## src/hw/rtl/spp_pkg.sv

```systemverilog
// ----------------------------------------------------------------------------
// spp_pkg
// Shared widths, constants and controller/datapath interface types for the
// stride prefetch predictor.
// ----------------------------------------------------------------------------
package spp_pkg;

    localparam int PAGE_ID_BITS  = 52;
    localparam int TIME_BITS     = 48;
    localparam int STRIDE_BITS   = 32;
    localparam int TAU_BITS      = 32;
    localparam int CONF_BITS     = 4;
    localparam int DEPTH_BITS    = 4;
    localparam int BUDGET_BITS   = 16;
    localparam int CFG_ADDR_BITS = 2;
    localparam int CFG_DATA_BITS = 16;

    localparam logic [CFG_ADDR_BITS-1:0] REG_DEPTH_BUDGET   = 2'd0;
    localparam logic [CFG_ADDR_BITS-1:0] REG_CONF_THRESHOLD = 2'd1;
    localparam logic [CFG_ADDR_BITS-1:0] REG_CONF_LIMIT     = 2'd2;
    localparam logic [CFG_ADDR_BITS-1:0] REG_DEPTH_LIMIT    = 2'd3;

    localparam int TAU_OLD_WEIGHT = 85;
    localparam int TAU_NEW_WEIGHT = 15;
    localparam int TAU_DIVISOR    = 100;

    localparam int DIV_DIGIT_BITS  = 8;
    localparam int NUM_BITS        = TAU_BITS + DIV_DIGIT_BITS;
    localparam int REM_BITS        = 7;
    localparam int DIV_STEPS       = NUM_BITS / DIV_DIGIT_BITS;
    localparam int DIV_CNT_BITS    = $clog2(DIV_STEPS);
    localparam int DIV_RECIP       = 5243;
    localparam int DIV_RECIP_BITS  = 13;
    localparam int DIV_RECIP_SHIFT = 19;

    localparam int DEPTH_STEPS     = DEPTH_BITS;
    localparam int DEPTH_CNT_BITS  = $clog2(DEPTH_STEPS);
    localparam int DEPTH_CMP_BITS  = TAU_BITS + 1 + DEPTH_STEPS - 1;

    localparam int S_TDATA_BITS = ((PAGE_ID_BITS + TIME_BITS + 7) / 8) * 8;
    localparam int M_FIELD_BITS = PAGE_ID_BITS + STRIDE_BITS + DEPTH_BITS + TAU_BITS
                                  + CONF_BITS + TAU_BITS;
    localparam int M_TDATA_BITS = ((M_FIELD_BITS + 7) / 8) * 8;

    typedef struct packed {
        logic                      load;
        logic                      calc;
        logic                      div_step;
        logic                      div_last;
        logic                      depth_step;
        logic [DEPTH_CNT_BITS-1:0] depth_shift;
        logic                      finish;
    } spp_cmd_t;

    typedef struct packed {
        logic is_start;
        logic tau_update;
    } spp_status_t;

endpackage

```

## src/hw/rtl/spp_ctrl.sv

```systemverilog
// ----------------------------------------------------------------------------
// spp_ctrl
// Sequencer for the predictor: accepts a transfer, steps a read through update,
// division by one hundred when the average is updated, and depth steps, then
// hands the result to the output register; a start event goes straight there.
// ----------------------------------------------------------------------------
module spp_ctrl
(
    input  logic                clk,
    input  logic                rst_n,
    input  logic                s_tvalid,
    output logic                s_tready,
    output logic                m_tvalid,
    input  logic                m_tready,
    input  spp_pkg::spp_status_t status,
    output spp_pkg::spp_cmd_t    cmd
);

    typedef enum logic [2:0]
    {
        ST_IDLE,
        ST_CALC,
        ST_DIV,
        ST_DEPTH,
        ST_FINISH
    } state_t;

    state_t                                state_reg;
    logic [spp_pkg::DIV_CNT_BITS-1:0]      div_cnt_reg;
    logic [spp_pkg::DEPTH_CNT_BITS-1:0]    depth_cnt_reg;
    logic                                  out_valid_reg;
    logic                                  out_valid_next;
    logic                                  out_free;

    assign out_free = !out_valid_reg || m_tready;
    assign s_tready = (state_reg == ST_IDLE);
    assign m_tvalid = out_valid_reg;
    assign out_valid_next = ((state_reg == ST_FINISH) && out_free) ? 1'b1
                          : (out_valid_reg && !m_tready);

    always_comb
    begin
        cmd             = '0;
        cmd.depth_shift = depth_cnt_reg;
        unique case (state_reg)
            ST_IDLE:   cmd.load = s_tvalid;
            ST_CALC:   cmd.calc = !status.is_start;
            ST_DIV:
            begin
                cmd.div_step = 1'b1;
                cmd.div_last = (div_cnt_reg == '0);
            end
            ST_DEPTH:  cmd.depth_step = 1'b1;
            ST_FINISH: cmd.finish = out_free;
            default:   cmd = '0;
        endcase
    end

    always_ff @(posedge clk or negedge rst_n)
    begin
        if (!rst_n)
        begin
            state_reg     <= ST_IDLE;
            div_cnt_reg   <= '0;
            depth_cnt_reg <= '0;
            out_valid_reg <= 1'b0;
        end
        else
        begin
            out_valid_reg <= out_valid_next;
            unique case (state_reg)
                ST_IDLE:
                begin
                    if (s_tvalid)
                    begin
                        depth_cnt_reg <= spp_pkg::DEPTH_CNT_BITS'(spp_pkg::DEPTH_STEPS - 1);
                        state_reg     <= ST_CALC;
                    end
                end
                ST_CALC:
                begin
                    if (status.is_start)
                    begin
                        state_reg <= ST_FINISH;
                    end
                    else if (status.tau_update)
                    begin
                        div_cnt_reg <= spp_pkg::DIV_CNT_BITS'(spp_pkg::DIV_STEPS - 1);
                        state_reg   <= ST_DIV;
                    end
                    else
                    begin
                        state_reg <= ST_DEPTH;
                    end
                end
                ST_DIV:
                begin
                    div_cnt_reg <= div_cnt_reg - 1'b1;
                    if (div_cnt_reg == '0)
                    begin
                        state_reg <= ST_DEPTH;
                    end
                end
                ST_DEPTH:
                begin
                    depth_cnt_reg <= depth_cnt_reg - 1'b1;
                    if (depth_cnt_reg == '0)
                    begin
                        state_reg <= ST_FINISH;
                    end
                end
                ST_FINISH:
                begin
                    if (out_free)
                    begin
                        state_reg <= ST_IDLE;
                    end
                end
                default: state_reg <= ST_IDLE;
            endcase
        end
    end

endmodule

```

## src/hw/rtl/spp_datapath.sv

```systemverilog
// ----------------------------------------------------------------------------
// spp_datapath
// Configuration registers, predictor state, moving-average product, a
// reciprocal divider by one hundred that takes one byte per cycle, the depth
// divider and the output register.
// ----------------------------------------------------------------------------
module spp_datapath
(
    input  logic                                  clk,
    input  logic                                  rst_n,
    input  logic                                  cfg_we,
    input  logic [spp_pkg::CFG_ADDR_BITS-1:0]     cfg_addr,
    input  logic [spp_pkg::CFG_DATA_BITS-1:0]     cfg_wdata,
    input  logic                                  in_kind,
    input  logic [spp_pkg::PAGE_ID_BITS-1:0]      in_page_id,
    input  logic [spp_pkg::TIME_BITS-1:0]         in_time_us,
    input  spp_pkg::spp_cmd_t                     cmd,
    output spp_pkg::spp_status_t                  status,
    output logic                                  issue,
    output logic [spp_pkg::PAGE_ID_BITS-1:0]      base_page,
    output logic signed [spp_pkg::STRIDE_BITS-1:0] stride,
    output logic [spp_pkg::DEPTH_BITS-1:0]        depth,
    output logic [spp_pkg::TAU_BITS-1:0]          tau_us,
    output logic [spp_pkg::CONF_BITS-1:0]         confidence,
    output logic [spp_pkg::TAU_BITS-1:0]          fired_count
);

    localparam int PB  = spp_pkg::PAGE_ID_BITS;
    localparam int TB  = spp_pkg::TIME_BITS;
    localparam int SB  = spp_pkg::STRIDE_BITS;
    localparam int AB  = spp_pkg::TAU_BITS;
    localparam int CB  = spp_pkg::CONF_BITS;
    localparam int DB  = spp_pkg::DEPTH_BITS;
    localparam int BB  = spp_pkg::BUDGET_BITS;
    localparam int NB  = spp_pkg::NUM_BITS;
    localparam int RB  = spp_pkg::REM_BITS;
    localparam int GB  = spp_pkg::DIV_DIGIT_BITS;
    localparam int EB  = RB + GB;
    localparam int MB  = EB + spp_pkg::DIV_RECIP_BITS;
    localparam int XB  = spp_pkg::DEPTH_CMP_BITS;
    localparam int WIDE_BITS = 65;

    // Configuration.
    logic [BB-1:0] budget_reg;
    logic [CB-1:0] conf_threshold_reg;
    logic [CB-1:0] conf_limit_reg;
    logic [DB-1:0] depth_limit_reg;

    // Latched transfer.
    logic          kind_reg;
    logic [PB-1:0] page_reg;
    logic [TB-1:0] time_reg;

    // Predictor state.
    logic [AB-1:0] tau_reg;
    logic          seen_reg;
    logic [TB-1:0] last_time_reg;
    logic [PB-1:0] last_page_reg;
    logic [SB-1:0] last_stride_reg;
    logic [CB-1:0] conf_reg;
    logic          pending_reg;
    logic [PB-1:0] req_base_reg;
    logic [SB-1:0] req_stride_reg;
    logic [DB-1:0] req_depth_reg;
    logic [AB-1:0] issued_reg;

    // Division working registers.
    logic [NB-1:0] num_reg;
    logic [RB-1:0] rem_reg;
    logic [BB-1:0] drem_reg;
    logic [DB-1:0] quot_reg;

    // Output register.
    logic          out_issue_reg;
    logic [PB-1:0] out_base_reg;
    logic [SB-1:0] out_stride_reg;
    logic [DB-1:0] out_depth_reg;
    logic [AB-1:0] out_tau_reg;
    logic [CB-1:0] out_conf_reg;
    logic [AB-1:0] out_fired_reg;

    logic                 time_ahead;
    logic [TB-1:0]        time_diff;
    logic [WIDE_BITS-1:0] time_diff_wide;
    logic [AB-1:0]        elapsed;
    logic [NB-1:0]        num_calc;
    logic [SB-1:0]        cur_stride;
    logic [CB-1:0]        conf_calc;

    logic [EB-1:0]        rem_ext;
    logic [MB-1:0]        recip_prod;
    logic [GB-1:0]        q_digit;
    logic [RB-1:0]        rem_next;
    logic [NB-1:0]        num_next;

    logic [AB:0]          tau_plus;
    logic [XB-1:0]        dsub;
    logic                 dge;

    logic [DB-1:0]        depth_low;
    logic [DB-1:0]        depth_clamped;
    logic                 fire;
    logic                 issue_now;
    logic [PB-1:0]        req_base_next;
    logic [SB-1:0]        req_stride_next;
    logic [DB-1:0]        req_depth_next;
    logic [AB-1:0]        issued_next;

    assign time_ahead     = time_reg > last_time_reg;
    assign time_diff      = time_reg - last_time_reg;
    assign time_diff_wide = WIDE_BITS'(time_diff);
    assign elapsed        = (time_diff_wide > WIDE_BITS'(65'h0_FFFF_FFFF)) ?
                            '1 : time_diff_wide[AB-1:0];
    assign num_calc       = NB'(tau_reg) * NB'(spp_pkg::TAU_OLD_WEIGHT)
                          + NB'(elapsed) * NB'(spp_pkg::TAU_NEW_WEIGHT);

    assign status.is_start   = kind_reg;
    assign status.tau_update = seen_reg && time_ahead;

    always_comb
    begin
        cur_stride = SB'(WIDE_BITS'(page_reg) - WIDE_BITS'(last_page_reg));
        if (cur_stride == last_stride_reg)
        begin
            conf_calc = (conf_reg < conf_limit_reg) ? conf_reg + 1'b1 : conf_limit_reg;
        end
        else
        begin
            conf_calc = (conf_reg > CB'(2)) ? conf_reg - CB'(2) : '0;
        end
    end

    // One quotient byte per step: the partial remainder stays below 100, so
    // the scaled reciprocal gives the exact digit for every value it sees.
    assign rem_ext    = {rem_reg, num_reg[NB-1 -: GB]};
    assign recip_prod = MB'(rem_ext) * MB'(spp_pkg::DIV_RECIP);
    assign q_digit    = recip_prod[spp_pkg::DIV_RECIP_SHIFT +: GB];
    assign rem_next   = RB'(rem_ext - EB'(q_digit) * EB'(spp_pkg::TAU_DIVISOR));
    assign num_next   = {num_reg[NB-GB-1:0], q_digit};

    assign tau_plus = {1'b0, tau_reg} + (AB + 1)'(1);
    assign dsub     = XB'(tau_plus) << cmd.depth_shift;
    assign dge      = XB'(drem_reg) >= dsub;

    always_comb
    begin
        depth_low       = (quot_reg == '0) ? DB'(1) : quot_reg;
        depth_clamped   = (depth_low > depth_limit_reg) ? depth_limit_reg : depth_low;
        fire            = !kind_reg && (conf_reg >= conf_threshold_reg)
                          && (last_stride_reg != '0);
        issue_now       = fire && !pending_reg;
        req_base_next   = fire ? page_reg : req_base_reg;
        req_stride_next = fire ? last_stride_reg : req_stride_reg;
        req_depth_next  = fire ? depth_clamped : req_depth_reg;
        issued_next     = issue_now ? issued_reg + 1'b1 : issued_reg;
    end

    always_ff @(posedge clk or negedge rst_n)
    begin
        if (!rst_n)
        begin
            budget_reg         <= BB'(12000);
            conf_threshold_reg <= CB'(3);
            conf_limit_reg     <= CB'(8);
            depth_limit_reg    <= DB'(8);
        end
        else if (cfg_we)
        begin
            unique case (cfg_addr)
                spp_pkg::REG_DEPTH_BUDGET:   budget_reg         <= cfg_wdata[BB-1:0];
                spp_pkg::REG_CONF_THRESHOLD: conf_threshold_reg <= cfg_wdata[CB-1:0];
                spp_pkg::REG_CONF_LIMIT:     conf_limit_reg     <= cfg_wdata[CB-1:0];
                spp_pkg::REG_DEPTH_LIMIT:    depth_limit_reg    <= cfg_wdata[DB-1:0];
                default:                     budget_reg         <= budget_reg;
            endcase
        end
    end

    always_ff @(posedge clk or negedge rst_n)
    begin
        if (!rst_n)
        begin
            tau_reg         <= AB'(10000);
            seen_reg        <= 1'b0;
            last_time_reg   <= '0;
            last_page_reg   <= '0;
            last_stride_reg <= SB'(1);
            conf_reg        <= '0;
            pending_reg     <= 1'b0;
            req_base_reg    <= '0;
            req_stride_reg  <= '0;
            req_depth_reg   <= '0;
            issued_reg      <= '0;
        end
        else
        begin
            if (cmd.calc)
            begin
                seen_reg      <= 1'b1;
                last_time_reg <= time_reg;
                last_page_reg <= page_reg;
                conf_reg      <= conf_calc;
                if (cur_stride != last_stride_reg)
                begin
                    last_stride_reg <= cur_stride;
                end
            end
            if (cmd.div_step && cmd.div_last)
            begin
                tau_reg <= num_next[AB-1:0];
            end
            if (cmd.finish)
            begin
                req_base_reg   <= req_base_next;
                req_stride_reg <= req_stride_next;
                req_depth_reg  <= req_depth_next;
                issued_reg     <= issued_next;
                if (kind_reg)
                begin
                    pending_reg <= 1'b0;
                end
                else if (issue_now)
                begin
                    pending_reg <= 1'b1;
                end
            end
        end
    end

    always_ff @(posedge clk)
    begin
        if (cmd.load)
        begin
            kind_reg <= in_kind;
            page_reg <= in_page_id;
            time_reg <= in_time_us;
            drem_reg <= budget_reg;
            quot_reg <= '0;
        end
        if (cmd.calc)
        begin
            num_reg <= num_calc;
            rem_reg <= '0;
        end
        if (cmd.div_step)
        begin
            num_reg <= num_next;
            rem_reg <= rem_next;
        end
        if (cmd.depth_step)
        begin
            quot_reg[cmd.depth_shift] <= dge;
            if (dge)
            begin
                drem_reg <= drem_reg - dsub[BB-1:0];
            end
        end
        if (cmd.finish)
        begin
            out_issue_reg  <= issue_now;
            out_base_reg   <= req_base_next;
            out_stride_reg <= req_stride_next;
            out_depth_reg  <= req_depth_next;
            out_tau_reg    <= tau_reg;
            out_conf_reg   <= conf_reg;
            out_fired_reg  <= issued_next;
        end
    end

    assign issue       = out_issue_reg;
    assign base_page   = out_base_reg;
    assign stride      = out_stride_reg;
    assign depth       = out_depth_reg;
    assign tau_us      = out_tau_reg;
    assign confidence  = out_conf_reg;
    assign fired_count = out_fired_reg;

endmodule

```

## src/hw/rtl/stride_prefetch_predictor.sv

```systemverilog
// ----------------------------------------------------------------------------
// stride_prefetch_predictor
// Stride prefetch predictor with a confidence counter and a smoothed
// inter-arrival estimate that sets the prefetch depth.
// ----------------------------------------------------------------------------
//  Channel  Direction  Content
//  s_*      in         one event per transfer: read hit or prefetch start
//  m_*      out        one result per event: request, tau, confidence, count
//  cfg_*    in         register writes, taken while the block is idle only by
//                      user rule; the block itself leaves this unenforced
//  A prefetch-start event goes from the transfer through calc to finish; a
//  read also takes a four-step restoring division for the depth, and one
//  that updates the average first divides by 100 at one byte per cycle.
//  The average is not updated on the first read or when the elapsed time
//  is not positive. A stalled output holds the next result in its final state
//  and blocks the input. Reset is asynchronous and needs no clearing pass.
// ----------------------------------------------------------------------------
module stride_prefetch_predictor
(
    input  logic                                 clk,
    input  logic                                 rst_n,
    input  logic                                 cfg_we,
    input  logic [spp_pkg::CFG_ADDR_BITS-1:0]    cfg_addr,
    input  logic [spp_pkg::CFG_DATA_BITS-1:0]    cfg_wdata,
    input  logic                                 s_tvalid,
    output logic                                 s_tready,
    // page_id, time_us, zero pad
    input  logic [spp_pkg::S_TDATA_BITS-1:0]     s_tdata,
    // kind
    input  logic                                 s_tuser,
    output logic                                 m_tvalid,
    input  logic                                 m_tready,
    // base_page, stride, depth, tau_us, confidence, fired_count, zero pad
    output logic [spp_pkg::M_TDATA_BITS-1:0]     m_tdata,
    // issue
    output logic                                 m_tuser
);

    spp_pkg::spp_cmd_t    cmd;
    spp_pkg::spp_status_t status;

    logic [spp_pkg::PAGE_ID_BITS-1:0]       base_page;
    logic signed [spp_pkg::STRIDE_BITS-1:0] stride;
    logic [spp_pkg::DEPTH_BITS-1:0]         depth;
    logic [spp_pkg::TAU_BITS-1:0]           tau_us;
    logic [spp_pkg::CONF_BITS-1:0]          confidence;
    logic [spp_pkg::TAU_BITS-1:0]           fired_count;

    spp_ctrl u_ctrl
    (
        .clk      (clk),
        .rst_n    (rst_n),
        .s_tvalid (s_tvalid),
        .s_tready (s_tready),
        .m_tvalid (m_tvalid),
        .m_tready (m_tready),
        .status   (status),
        .cmd      (cmd)
    );

    spp_datapath u_datapath
    (
        .clk         (clk),
        .rst_n       (rst_n),
        .cfg_we      (cfg_we),
        .cfg_addr    (cfg_addr),
        .cfg_wdata   (cfg_wdata),
        .in_kind     (s_tuser),
        .in_page_id  (s_tdata[spp_pkg::PAGE_ID_BITS-1:0]),
        .in_time_us  (s_tdata[spp_pkg::PAGE_ID_BITS +: spp_pkg::TIME_BITS]),
        .cmd         (cmd),
        .status      (status),
        .issue       (m_tuser),
        .base_page   (base_page),
        .stride      (stride),
        .depth       (depth),
        .tau_us      (tau_us),
        .confidence  (confidence),
        .fired_count (fired_count)
    );

    assign m_tdata = spp_pkg::M_TDATA_BITS'({fired_count, confidence, tau_us, depth,
                                             stride, base_page});

endmodule

```

## config.mk

```make
export PLATFORM = sky130hd
export DESIGN_NAME = stride_prefetch_predictor
export DESIGN_NICKNAME = d
export VERILOG_FILES = /design/src/hw/rtl/spp_pkg.sv /design/src/hw/rtl/spp_ctrl.sv /design/src/hw/rtl/spp_datapath.sv /design/src/hw/rtl/stride_prefetch_predictor.sv
export SDC_FILE = /design/constraint.sdc
export NUM_CORES = 2
export LEC_CHECK = 0
export BUFFER_PORTS_ARGS = -buffer_cell sky130_fd_sc_hd__buf_2
export CAP_MARGIN = 5
export CORE_ASPECT_RATIO = 0.9
export CORE_MARGIN = 4
export CORE_UTILIZATION = 35
export CTS_CLUSTER_DIAMETER = 80
export DETAILED_ROUTE_END_ITERATION = 10
export HOLD_SLACK_MARGIN = 0.06
export SLEW_MARGIN = 30
export SYNTH_ARGS = -nofsm -noshare
export SYNTH_HDL_FRONTEND = slang
export SYNTH_HIERARCHICAL = 1
export SYNTH_SLANG_ARGS = --single-unit
export TNS_END_PERCENT = 50
```

## constraint.sdc

```tcl
create_clock -name clk -period 13.06 [get_ports clk]
set_clock_uncertainty 0.15 [all_clocks]
set_input_delay 0 -clock clk [delete_from_list [all_inputs] [get_ports clk]]
set_output_delay 0 -clock clk [all_outputs]
set_load 0.02 [all_outputs]
```

; ---- Yosys cells after proc, flatten, opt, wreduce, memory -nomap -nowiden
; Index checks and enable logic that the tools add are counted.
[word_totals]
regBits = 632
wordCells = 149
out_inout_bits = 163
[op_classes]
eq_ne = 15
order_cmp = 9
n_mul = 4
shift = 1
n_mux = 43
n_addsub = 11
n_reduce_logical = 33
[op_table]
columns = cell, n
row1 = 32-bit 2-to-1 mux, 3
row2 = 40-bit 2-to-1 mux, 2
row3 = 52-bit 2-to-1 mux, 1
row4 = 48-bit by 32-bit > comparator with 1-bit output (second input constant), 1
row5 = 48-bit > comparator, 1
row6 = 16-bit 2-to-1 mux, 3
row7 = 48-bit subtractor, 1
row8 = 39-bit by 36-bit adder with 40-bit output, 1
row9 = 32-bit by 7-bit multiplier with 39-bit output (second input constant), 1
row10 = 16-bit by 36-bit >= comparator with 1-bit output, 1
row11 = 32-bit by 4-bit multiplier with 36-bit output (second input constant), 1
row12 = 33-bit by 2-bit << shifter with 36-bit output, 1
row13 = 32-bit by 1-bit adder with 33-bit output (second input constant), 1
row14 = 32-bit by 1-bit adder with 32-bit output (second input constant), 1
row15 = 32-bit equality test, 1
row16 = 4-bit 2-to-1 mux, 8
row17 = 32-bit != test, 1
row18 = 32-bit nonzero test, 1
row19 = 32-bit subtractor, 1
row20 = 15-bit by 13-bit multiplier with 27-bit output (second input constant), 1
row21 = 3-bit 2-to-1 mux, 7
row22 = 16-bit subtractor, 1
row23 = 3-bit case mux with 5 select lines, 1
row24 = 7-bit 2-to-1 mux, 2
row25 = 36 further kinds, 73

; ---- Logic depth before layout (Yosys ltp)
[logic_depth]
depth_word = 9
ltp_mapped = 39
mapped_depth_nobuf = 37

; ---- Modules after synthesis
; Netlist, hierarchy kept.
[modules_own_cells]
columns = module, instances, cells_per_inst, area_each_um2
row1 = spp_datapath, 1, 4053, 43287.8
row2 = spp_ctrl, 1, 63, 581.8
row3 = stride_prefetch_predictor, 1, 5, 33.8

; ---- Worst setup path after synthesis
; OpenSTA, ideal clock, no wires.
[synth_timing]
path_kind = flip-flop to flip-flop
startpoint = reg u_datapath.time_reg[7]
endpoint = reg u_datapath.num_reg[38] (data pin)
synth_period_minus_slack_ns = 9.299
arrival_time_ns = 8.882
path_stages_with_launch = 34
t_required_ns = 12.643
path_slack_ns = 3.761
setup_time_ns = 0.267
cell_sequence = edfxtp_1 -> ha_1 -> a21o_1 -> a2111oi_2 -> a21oi_1 -> a2111oi_2 -> o21ai_1 -> o41a_1 -> a32o_1 -> or4_1 -> nor4_4 -> buf_2 -> buf_4 -> nand2_1 -> fa_1 -> fa_1 -> fa_1 -> inv_1 -> fa_1 -> inv_1 -> ha_1 -> fa_1 -> a21o_1 -> a21oi_1 -> o211ai_1 -> a21oi_1 -> a2111oi_0 -> o21bai_1 -> a21boi_0 -> a41o_1 -> or4_1 -> a31oi_1 -> xor2_1 -> o21ai_0
[synth_via]
elab_chain_cells = 7
[synth_lines]
columns = item, line_no
row1 = "start, declared", spp_datapath.sv:52  ; logic [TB-1:0] time_reg;
row2 = "start signal, assigned", spp_datapath.sv:236  ; time_reg <= in_time_us;
row3 = 48-bit subtractor *, spp_datapath.sv:110  ; assign time_diff = time_reg - last_time_reg;
row4 = 48-bit by 32-bit > comparator with 1-bit output, spp_datapath.sv:112  ; assign elapsed = (time_diff_wide > WIDE_BITS'(65'h0_FFFF_FFFF)) ?
row5 = 32-bit 2-to-1 mux *, spp_datapath.sv:112
row6 = 32-bit by 4-bit multiplier with 36-bit output *, spp_datapath.sv:115  ; + NB'(elapsed) * NB'(spp_pkg::TAU_NEW_WEIGHT);
row7 = 39-bit by 36-bit adder with 40-bit output *, spp_datapath.sv:115
row8 = 40-bit 2-to-1 mux *, spp_datapath.sv:240  ; if (cmd.calc)
row9 = 40-bit 2-to-1 mux *, spp_datapath.sv:245  ; if (cmd.div_step)
row10 = "end signal, assigned", spp_datapath.sv:242  ; num_reg <= num_calc;
row11 = "end signal, assigned", spp_datapath.sv:247  ; num_reg <= num_next;
row12 = "end, declared", spp_datapath.sv:68  ; logic [NB-1:0] num_reg;
; Every way passes the cells marked *; elsewhere a longest branch is shown, timed or not. The select of a mux whose other input is x is not followed.
; A chain may end at the register's enable or synchronous reset.

; ---- Worst setup path after layout
[layout_timing]
startpoint = reg u_datapath.time_reg[4]
endpoint = reg u_datapath.num_reg[38] (data pin)
; The elaborated chain is that of the path after synthesis.

==> metrics.txt <==
outcome=finished, final reports clean; core area=~120000 um^2; critical path class=reg -> reg; Die H=344.0 um; Post-DP HPWL=78190 um; CP peak stage delay=0.85 ns; WHS Endpoint=u_datapath/conf_limit_reg[3]; Max-slew headroom=0.3562; worst reg2reg path startpoint=u_datapath/time_reg[4]; # clock sinks=632; hold depth=3; hold slack final=between 0.1 and 0.15 ns; syn avg cell area=10.65 um^2; first-pass detailed-route iteration total=5; Synth Instances=~4000; Unique masters post-synth=102; Clock Tree Buf Depth=3; Final Hold Viols=0; RSZ-0062 raised after global routing=no; initial antenna violation count=3; FP Rows=122; WL final=around 110000 um; slowest library cell on the worst path=a2111oi_1; Pins Over Slew Limit=0; reported max-cap violation count=0; vias=a little over 30000; Tightest Pin Transition=0.9657 ns; Worst-Skew Late Latency=0.67 ns; Fmax=about 94 MHz; Area Growth Syn to Fin=18.85%; worst reg-to-reg setup slack=2.41 ns; Setup crit start kind=register; GRT Util Overall=0.1625; post-layout utilization of the core=0.4215; Crit path required time=13.29 ns; Initial Util=0.3546; vias in the first global route=roughly 32000; most common cell after layout, fill and taps aside=inv_1; final number of setup-violating endpoints=0; Root Buffer=clkbuf_16; CP most frequent cell=fa_1; warning count from the yosys run=6; Crit. End Element=register; sequential area share after synthesis=0.3932; # IOs=291; layout cell share with drive strength beyond 1=0.1623; die width=381.3 um; # port buffers=282; Hold Startpoint=cfg_wdata[3]; Worst Path Max Fanout=46; ys async rst share=0.4858; fin crit period=10.65 ns; number of synthesized flops with an enable pin=just over 300; Via density=4.835; register bit count reported by yosys=632; H-tree depth=3; gpl congestion=0.8790; final period utilization=0.8156; CTS tree=done; setup repair bufs after CTS=0; CTS Buf Count=78; fin nets=5336; largest net degree at the start of global routing=between 100 and 150; clock slew at reported path FFs=0.06 ns; final routed DRC violation total=0; wire per inst=16.79 um; most frequent cells in the layout=inv_1 (576), ha_1 (362), nand2_1 (355), edfxtp_1 (305), dfrtp_1 (290); first-pass GRT wire length=172400 um; main flop type after synthesis=edfxtp_1; Final TNS setup=0 ns; Filler Cells Inserted=about 12000; Initial DRC Count=1783; cell depth of the worst flop-to-flop path=33; worst r2r dst=u_datapath/num_reg[38]; HP Class=in -> reg; Arrival @ worst endpoint=10.89 ns; die footprint=131200 um^2; post-synthesis cell area=around 44000 um^2; post-route ant nets=0; total gr overflow=0
## logic make-up after synthesis
family / Yosys count / synth area share
AO/OA/AOI/OAI: 688 / 0.09772
XOR/XNOR: 268 / 0.05463
adder cells (fa/ha/maj): 610 / 0.2117
buffers and inverters: 728 / 0.06495
flip-flops: 632 / 0.3932
multiplexers: 319 / 0.08136
other: 1 / 0.00008541
AND/OR/NAND/NOR: 875 / 0.09635
## critical path: cells and delay by family (launching register included)
family / cells / cell delay, ns
xor+xnor: 1 / 0.12
buf+inv: 5 / 0.93
compound gates: 15 / 4.60
flops: 1 / 0.40
simple gates: 5 / 1.09
fa+ha+maj: 7 / 3.06
## worst max path at each step
stage                           start                endpoint  slack, ns
2_1_floorplan  u_datapath/time_reg[7]  u_datapath/num_reg[38]       3.76
3_3_place_gp   u_datapath/time_reg[4]  u_datapath/num_reg[38]       2.23
3_5_place_dp   u_datapath/time_reg[4]  u_datapath/num_reg[38]       2.37
4_1_cts        u_datapath/time_reg[4]  u_datapath/num_reg[38]       2.33
5_1_grt        u_datapath/time_reg[4]  u_datapath/num_reg[38]       1.68
6_report       u_datapath/time_reg[4]  u_datapath/num_reg[38]       2.41
## final cells by class
type	instances	area (um^2)	area share
timing repair buffer	565	4235	0.08117
multi-input combinational	2764	23860	0.4572
clock inverter	42	426.7	0.008176
sequential	632	17260	0.3308
inverter	577	2166	0.04151
tap	1674	2095	0.04014
antenna	5	12.51	0.0002398
clock buffer	102	2125	0.04071
## metrics by stage
| stage | setup slack (ns) | instance area (um^2) | std cells |
|---|---|---|---|
| after floorplan | 3.761 | 43910 | 4124 |
| after global placement | 2.234 | 47020 | 5957 |
| after detailed placement | 2.367 | 47030 | 5957 |
| after CTS | 2.328 | 52140 | 6355 |
| after global routing | 1.679 | 52170 | 6358 |
| final | 2.408 | 52180 | 6361 |
## synth_stat cells, types with 27 or more instances
cell        n  area [um^2]
and3_1     37        231.5
nand3_1    64        320.3
a21oi_1   181        905.9
xnor2_1   180         1577
nor2_1    151        566.8
mux2_2    247         2781
nor3_1     41        205.2
edfxtp_1  305         9159
nand4_1    47        294.0
ha_1      362         4529
inv_1     576         2162
fa_1      228         4564
dfrtp_1   290         7257
a21o_1     69        518.0
mux2i_1    58        580.6
nand2b_1   40        250.2
xor2_1     84        735.7
clkbuf_1  107        401.6
o21ai_0   215         1076
nand2_1   355         1333
and2_1     27        168.9
## timing repair
| item | 4_1_cts | 5_1_grt |
|---|---|---|
| endpoints found under the hold margin | 354 | 0 |
| hold buffers | 254 | 0 |
| gates resized for setup | 0 | 0 |
## metal layers
layer	routed length, um	vias up	global-route usage
li1	-	15120	-
met1	51880	14950	0.2302
met5	0	-	0
met2	48180	545	0.2588
met4	2500	0	0.04566
met3	4233	145	0.02546
Power is left out: the tool's default activity adds up to more than one toggle a clock period on the data nets, which glitch-free logic cannot reach.
